<file path="config.mk">
export PLATFORM = sky130hd
export DESIGN_NAME = dedup_fifo_recent_list
export DESIGN_NICKNAME = d
export VERILOG_FILES = /design/src/sv/dfrl_pkg.sv /design/src/sv/dfrl_cell.sv /design/src/sv/dfrl_chain.sv /design/src/sv/dfrl_top_unused_guard.sv /design/src/sv/dedup_fifo_recent_list.sv
export SDC_FILE = /design/constraint.sdc
export NUM_CORES = 1
export LEC_CHECK = 0
export BUFFER_PORTS_ARGS = -buffer_cell sky130_fd_sc_hd__buf_2
export CAP_MARGIN = 20
export CORE_MARGIN = 4
export CORE_UTILIZATION = 54
export CTS_BUF_LIST = sky130_fd_sc_hd__clkbuf_16
export DETAILED_ROUTE_END_ITERATION = 8
export PLACE_DENSITY = 0.82
export REMOVE_ABC_BUFFERS = 1
export SYNTH_ARGS = -nofsm -noshare
export SYNTH_HDL_FRONTEND = slang
export SYNTH_SLANG_ARGS = --single-unit
</file>
<file path="constraint.sdc">
create_clock -name aclk -period 14.7 [get_ports aclk]
set_input_delay 1.47 -clock aclk [delete_from_list [all_inputs] [get_ports aclk]]
set_output_delay 1.47 -clock aclk [all_outputs]
set_load 0.01 [all_outputs]
</file>
<file path="src/sv/dfrl_pkg.sv">
`timescale 1ns / 1ps
// Package for the recent-id list: sizes, field widths and shared types.
// Depends on nothing; every module of the block imports it.
package dfrl_pkg;

    localparam int DEPTH      = 16;
    localparam int KEY_BITS   = 32;
    localparam int IDX_W      = (DEPTH > 1) ? $clog2(DEPTH) : 1;
    localparam int CNT_W      = $clog2(DEPTH + 1);
    localparam int CAP_W      = 5;
    localparam int FILL_W     = 5;
    localparam int CMP_W      = (CNT_W > CAP_W) ? CNT_W : CAP_W;
    localparam logic [CAP_W-1:0] CAP_RESET = CAP_W'(16);

    typedef logic [KEY_BITS-1:0] key_t;

    typedef enum logic [0:0] {
        ST_IDLE,
        ST_READ
    } state_t;

    localparam logic MODE_PRESENT = 1'b0;
    localparam logic MODE_READOUT = 1'b1;

    typedef struct packed {
        logic             shift_en;
        logic [CNT_W-1:0] held;
        logic [IDX_W-1:0] sel_idx;
    } chain_ctrl_t;

    typedef struct packed {
        logic hit;
        key_t sel_key;
    } chain_stat_t;

endpackage

</file>
<file path="src/sv/dfrl_cell.sv">
`timescale 1ns / 1ps
// One slot of the list: holds an id, compares it to the presented id and
// takes its neighbor's id when the list shifts. Depends on dfrl_pkg.
module dfrl_cell (
    input  logic            aclk,
    input  logic            shift_en,
    input  logic            slot_valid,
    input  dfrl_pkg::key_t  prev_key,
    input  dfrl_pkg::key_t  cmp_key,
    output dfrl_pkg::key_t  key,
    output logic            match
);
    import dfrl_pkg::*;

    key_t key_reg;

    always_ff @(posedge aclk) begin
        if (shift_en) begin
            key_reg <= prev_key;
        end
    end

    assign key   = key_reg;
    assign match = slot_valid && (key_reg == cmp_key);

endmodule

</file>
<file path="src/sv/dfrl_chain.sv">
`timescale 1ns / 1ps
// Row of list cells, newest at slot 0, with the hit reduction and the
// slot read select. Depends on dfrl_pkg and dfrl_cell.
module dfrl_chain (
    input  logic                  aclk,
    input  dfrl_pkg::chain_ctrl_t ctrl,
    input  dfrl_pkg::key_t        in_key,
    output dfrl_pkg::chain_stat_t stat
);
    import dfrl_pkg::*;

    key_t              cell_key [DEPTH];
    logic [DEPTH-1:0]  cell_match;

    for (genvar i = 0; i < DEPTH; i++) begin : g_cell
        key_t prev;
        logic slot_valid;

        if (i == 0) begin : g_head
            assign prev = in_key;
        end else begin : g_body
            assign prev = cell_key[i-1];
        end

        assign slot_valid = ctrl.held > CNT_W'(i);

        dfrl_cell u_cell (
            .aclk       (aclk),
            .shift_en   (ctrl.shift_en),
            .slot_valid (slot_valid),
            .prev_key   (prev),
            .cmp_key    (in_key),
            .key        (cell_key[i]),
            .match      (cell_match[i])
        );
    end

    assign stat.hit     = |cell_match;
    assign stat.sel_key = cell_key[ctrl.sel_idx];

endmodule

</file>
<file path="src/sv/dfrl_top_unused_guard.sv">
`timescale 1ns / 1ps
// Output word register for the recent-id list: holds one result word until
// the sink takes it. Depends on dfrl_pkg.
module dfrl_out_reg (
    input  logic                       aclk,
    input  logic                       aresetn,
    input  logic                       load,
    input  logic                       m_ready,
    input  logic                       hit_in,
    input  logic                       evicted_in,
    input  logic                       entry_valid_in,
    input  dfrl_pkg::key_t             out_key_in,
    input  logic [dfrl_pkg::FILL_W-1:0] fill_in,
    input  logic                       last_in,
    output logic                       free,
    output logic                       m_valid,
    output logic                       m_hit,
    output logic                       m_evicted,
    output logic                       m_entry_valid,
    output dfrl_pkg::key_t             m_out_key,
    output logic [dfrl_pkg::FILL_W-1:0] m_fill_count,
    output logic                       m_last
);
    import dfrl_pkg::*;

    logic              valid_reg, valid_next;
    logic              hit_reg, evicted_reg, entry_valid_reg, last_reg;
    key_t              key_reg;
    logic [FILL_W-1:0] fill_reg;

    assign free = !valid_reg || m_ready;

    always_comb begin
        valid_next = valid_reg;
        if (load) begin
            valid_next = 1'b1;
        end else if (m_ready) begin
            valid_next = 1'b0;
        end
    end

    always_ff @(posedge aclk) begin
        if (!aresetn) begin
            valid_reg <= 1'b0;
        end else begin
            valid_reg <= valid_next;
        end
    end

    always_ff @(posedge aclk) begin
        if (load) begin
            hit_reg         <= hit_in;
            evicted_reg     <= evicted_in;
            entry_valid_reg <= entry_valid_in;
            key_reg         <= out_key_in;
            fill_reg        <= fill_in;
            last_reg        <= last_in;
        end
    end

    assign m_valid       = valid_reg;
    assign m_hit         = hit_reg;
    assign m_evicted     = evicted_reg;
    assign m_entry_valid = entry_valid_reg;
    assign m_out_key     = key_reg;
    assign m_fill_count  = fill_reg;
    assign m_last        = last_reg;

endmodule

</file>
<file path="src/sv/dedup_fifo_recent_list.sv">
`timescale 1ns / 1ps
// Recent-id list top level: control, capacity register and fill count.
// Depends on dfrl_pkg, dfrl_chain and dfrl_out_reg.
// A presented id gives its result word in the cycle after acceptance; a new id
// is taken every cycle while the result sink keeps up, as all cells compare and
// shift together. A readout moves to the read state, then gives one word per
// cycle from the shared slot select while the sink keeps up (an empty list gives
// its single word directly); no input is taken until it ends.
// Synchronous active-low reset empties the list and sets capacity to 16.
module dedup_fifo_recent_list (
    input  logic                        aclk,
    input  logic                        aresetn,
    input  logic                        cfg_valid,
    output logic                        cfg_ready,
    input  logic [dfrl_pkg::CAP_W-1:0]  cfg_data,
    input  logic                        s_valid,
    output logic                        s_ready,
    input  logic                        s_mode,
    input  dfrl_pkg::key_t              s_item_key,
    output logic                        m_valid,
    input  logic                        m_ready,
    output logic                        m_hit,
    output logic                        m_evicted,
    output logic                        m_entry_valid,
    output dfrl_pkg::key_t              m_out_key,
    output logic [dfrl_pkg::FILL_W-1:0] m_fill_count,
    output logic                        m_last
);
    import dfrl_pkg::*;

    state_t            state_reg, state_next;
    logic [CNT_W-1:0]  held_reg, held_next;
    logic [IDX_W-1:0]  rd_idx_reg, rd_idx_next;
    logic [CAP_W-1:0]  cap_reg;

    chain_ctrl_t       ctrl;
    chain_stat_t       stat;

    logic              out_free;
    logic              load;
    logic              o_hit, o_evicted, o_entry_valid, o_last;
    key_t              o_key;
    logic [FILL_W-1:0] o_fill;

    logic              accept;
    logic              evict;
    logic              rd_last;
    logic [CAP_W-1:0]  cap_eff;

    assign cfg_ready = 1'b1;

    always_ff @(posedge aclk) begin
        if (!aresetn) begin
            cap_reg <= CAP_RESET;
        end else if (cfg_valid) begin
            cap_reg <= cfg_data;
        end
    end

    assign cap_eff = (cap_reg == '0) ? CAP_W'(1) : cap_reg;
    assign evict   = (CMP_W'(held_reg) >= CMP_W'(cap_eff))
                  || (CMP_W'(held_reg) >= CMP_W'(DEPTH));

    assign s_ready = (state_reg == ST_IDLE) && out_free;
    assign accept  = s_valid && s_ready;
    assign rd_last = (CNT_W'(rd_idx_reg) + CNT_W'(1)) == held_reg;

    always_comb begin
        state_next    = state_reg;
        held_next     = held_reg;
        rd_idx_next   = rd_idx_reg;
        load          = 1'b0;
        o_hit         = 1'b0;
        o_evicted     = 1'b0;
        o_entry_valid = 1'b0;
        o_key         = '0;
        o_fill        = FILL_W'(held_reg);
        o_last        = 1'b1;
        ctrl.shift_en = 1'b0;
        ctrl.held     = held_reg;
        ctrl.sel_idx  = IDX_W'(held_reg - CNT_W'(1));

        case (state_reg)
            ST_IDLE: begin
                if (accept) begin
                    if (s_mode == MODE_READOUT) begin
                        if (held_reg == '0) begin
                            load = 1'b1;
                        end else begin
                            state_next  = ST_READ;
                            rd_idx_next = '0;
                        end
                    end else begin
                        load = 1'b1;
                        if (stat.hit) begin
                            o_hit = 1'b1;
                        end else begin
                            ctrl.shift_en = 1'b1;
                            if (evict) begin
                                o_evicted = 1'b1;
                                o_key     = stat.sel_key;
                            end else begin
                                held_next = held_reg + CNT_W'(1);
                            end
                            o_fill = FILL_W'(held_next);
                        end
                    end
                end
            end
            ST_READ: begin
                ctrl.sel_idx = rd_idx_reg;
                if (out_free) begin
                    load          = 1'b1;
                    o_entry_valid = 1'b1;
                    o_key         = stat.sel_key;
                    o_last        = rd_last;
                    if (rd_last) begin
                        state_next = ST_IDLE;
                    end else begin
                        rd_idx_next = rd_idx_reg + IDX_W'(1);
                    end
                end
            end
            default: begin
                state_next = ST_IDLE;
            end
        endcase
    end

    always_ff @(posedge aclk) begin
        if (!aresetn) begin
            state_reg  <= ST_IDLE;
            held_reg   <= '0;
            rd_idx_reg <= '0;
        end else begin
            state_reg  <= state_next;
            held_reg   <= held_next;
            rd_idx_reg <= rd_idx_next;
        end
    end

    dfrl_chain u_chain (
        .aclk   (aclk),
        .ctrl   (ctrl),
        .in_key (s_item_key),
        .stat   (stat)
    );

    dfrl_out_reg u_out (
        .aclk           (aclk),
        .aresetn        (aresetn),
        .load           (load),
        .m_ready        (m_ready),
        .hit_in         (o_hit),
        .evicted_in     (o_evicted),
        .entry_valid_in (o_entry_valid),
        .out_key_in     (o_key),
        .fill_in        (o_fill),
        .last_in        (o_last),
        .free           (out_free),
        .m_valid        (m_valid),
        .m_hit          (m_hit),
        .m_evicted      (m_evicted),
        .m_entry_valid  (m_entry_valid),
        .m_out_key      (m_out_key),
        .m_fill_count   (m_fill_count),
        .m_last         (m_last)
    );

endmodule

</file>
==> out/metrics.yaml <==
clock_network:
  htree_levels: 2
  clockBufferDepth: 3
  hold_buffers: 0
  cts_root_buf: "clkbuf_16"
  cts_num_sinks: 569
  clock_latency_ps: 640
  ctsResizeCount: 0
  cts_tree: "built"
  cts_buffers: 59
  clkTransAtPathRegs_ps: 70
  post_cts_buffers: 0
critical_path:
  critPathMaxFanout: 193
  crit_required_ps: 15010
  critPathLaunchType: "input pin"
  rr_startpoint: "held_reg[2]$_SDFF_PN0_"
  rr_worst_depth: 9
  critical_path_arrival_ps: 6550
  r2r_end: "u_chain.g_cell[3].u_cell.key[3]$_DFFE_PP_"
  cp-end-kind: "register"
  path_class: "in -> reg"
  rrSetupSlack_ps: 9010
synth:
  synth_area_per_cell_um2: 12.6
  synth_edf_count: 553
  synth_area_mm2: 0.0293
  yosysWarnings: 0
  synthFlopType: "edfxtp_1"
  yosysTopAreaCellShare: 0.567
  syn_inst: 2333
  synth_top_cell_by_area: "edfxtp_1"
  async_flop_share: 0
  synth_area_leaders: "edfxtp_1 (57%), xnor2_1 (9.7%), xor2_1 (5.9%)"
  ys_ff_latch: 569
  synthDistinctLibCells: 59
  synth_seq_area_share: 0.577
placed_design:
  postPlaceCellArea_mm2: 0.0296
  dp_hpwl_um: 71700
  place_congestion: 1.13
  io_buffer_count: 85
  place_ws_ps: 7630
floorplan:
  die_x_um: 241
  coreArea_mm2: 0.0538
  io_pins: 87
  die_y_um: 241
  rows: 85
  initial_core_util: 0.545
  dieArea_mm2: 0.0581
sta:
  skew_ps: 22.9
  timing.final.crit_share: 0.425
  min_period_ps: 6240
  rsz0062_at_grt: "false"
  worst_pin_slew_ps: 1240
  setup_viol: 0
  setup_tns_ps: 0
  slew_headroom: 0.172
  fin_ws_ps: 8460
  timing.fmax_mhz: 160
  hold_viol_final: 0
  drv_slew: 0
layout:
  layout_common_cells: "edfxtp_1 (553), xnor2_1 (323), nand2_1 (274), xor2_1 (199), a211oi_1 (163)"
  layout_commonest_cell: "edfxtp_1"
  largest_reg_flops: 512
  drive_above_1_share: 0.100
  fill_cells: 4256
  area.growth.synth_to_final_pct: 7.78
  nets: 2374
  design_area_mm2: 0.0316
  fin_util: 0.587
drt:
  ant_nets: 0
  viasPerCell: 6.67
  drc: 0
  firstDrtPassIters: 6
  wl_um: 99000
  drtIter0Drc: 3219
  wl_per_cell_um: 32.3
  vias: 20500
global_route:
  first_global_vias: 19100
  grt_max_degree: 257
  antenna_found_initial: 8
  grt_first_pass_wirelength_um: 139000
  grtUsageTotal: 0.335
  grt-ovfl-total: 0
pwr:
  peakVddDrop_mv: 0.0844
  power_density_mw_per_mm2: 131
  p_leak_nw: 10.1
hold_path:
  hp-class: "reg -> reg"
  hold_depth: 0
  min_from: "u_chain.g_cell[5].u_cell.key[31]$_DFFE_PP_"
  hold_end: "u_chain.g_cell[6].u_cell.key[31]$_DFFE_PP_"
outcome:
  status: "finished clean"
job:
  max-cap-violations: 0
metrics by stage:
| stage | total power (W) | hold WS [ps] | cells |
|---|---|---|---|
| finish | 0.00413 | 492 | 3068 |
| global route | 0.00424 | 501 | 3066 |
| CTS | 0.00411 | 490 | 3063 |
| detailed placement | 0.00264 | 476 | 2952 |
| global placement | 0.00263 | 471 | 2951 |
| floorplan | 0.00243 | 460 | 2152 |
layout make-up:
class                      instances  area (um2)  area share
antenna                            2        5.00    0.000158
clock buffer                      61        1530      0.0483
clock inverter                    50         369      0.0117
inverter                          12        45.0     0.00143
multi-input combinational       1571       11200       0.354
sequential                       569       16900       0.536
tap                              696         871      0.0276
timing repair buffer             107         673      0.0213
cells by family (layout without fill, tap and decap cells):
group | after synthesis | count (layout) | synth area share
buf+inv | 193 | 230 | 0.0433
simple gates | 628 | 628 | 0.110
xor+xnor | 522 | 522 | 0.156
other cells | 1 | 3 | 0.000128
mux | 12 | 12 | 0.00427
flops | 569 | 569 | 0.577
compound gates | 397 | 397 | 0.104
fa+ha+maj | 11 | 11 | 0.00470
synthesized netlist by cell type (all sizes together), types with 8 or more instances:
library cell,n
a21oi,42
and2,130
a31oi,66
xnor2,323
edfxtp,553
clkbuf,92
nor4,61
nand3,23
inv,11
nor2,16
a311oi,65
nor3,14
a211oi,193
dfxtp,16
nand4,88
xor2,199
buf,89
mux2i,11
ha,11
o21ai,8
nand2,274
worst max-delay path: stages:
cell and delay (ps):
buf_2 390, xor2_1 790, nor4_1 140, nand4_1 180
or4_1 150, nand4_1 180, a2111oi_2 540, and3_4 800
buf_12 680, buf_4 510, buf_16 320
power by group:
| group | internal, W | switching, W |
|---|---|---|
| combinational | 0.000208 | 0.000476 |
| sequential | 0.00188 | 0.0000705 |
| clock | 0.000850 | 0.000650 |
| total | 0.00293 | 0.00120 |
worst max-delay path by stage:
stage,start,to,cells past startpoint
2_1_floorplan,s_item_key[0],u_out.m_evicted$_SDFFCE_PP0P_,8
3_3_place_gp,s_item_key[13],u_chain.g_cell[3].u_cell.key[21]$_DFFE_PP_,10
3_5_place_dp,s_item_key[13],u_chain.g_cell[6].u_cell.key[13]$_DFFE_PP_,10
4_1_cts,s_item_key[13],u_chain.g_cell[9].u_cell.key[24]$_DFFE_PP_,10
5_1_grt,s_item_key[13],u_chain.g_cell[3].u_cell.key[3]$_DFFE_PP_,11
6_report,s_item_key[13],u_chain.g_cell[3].u_cell.key[3]$_DFFE_PP_,11
per-layer routing:
layer  up-vias  track usage  part of all wire
li1       8633            -                 -
met1     10200        0.464              0.39
met2      1358        0.496              0.44
met3       244       0.0852              0.11
met4        12        0.163             0.059
met5         -            0           0.00076
Power figures use the tool's default switching activity.
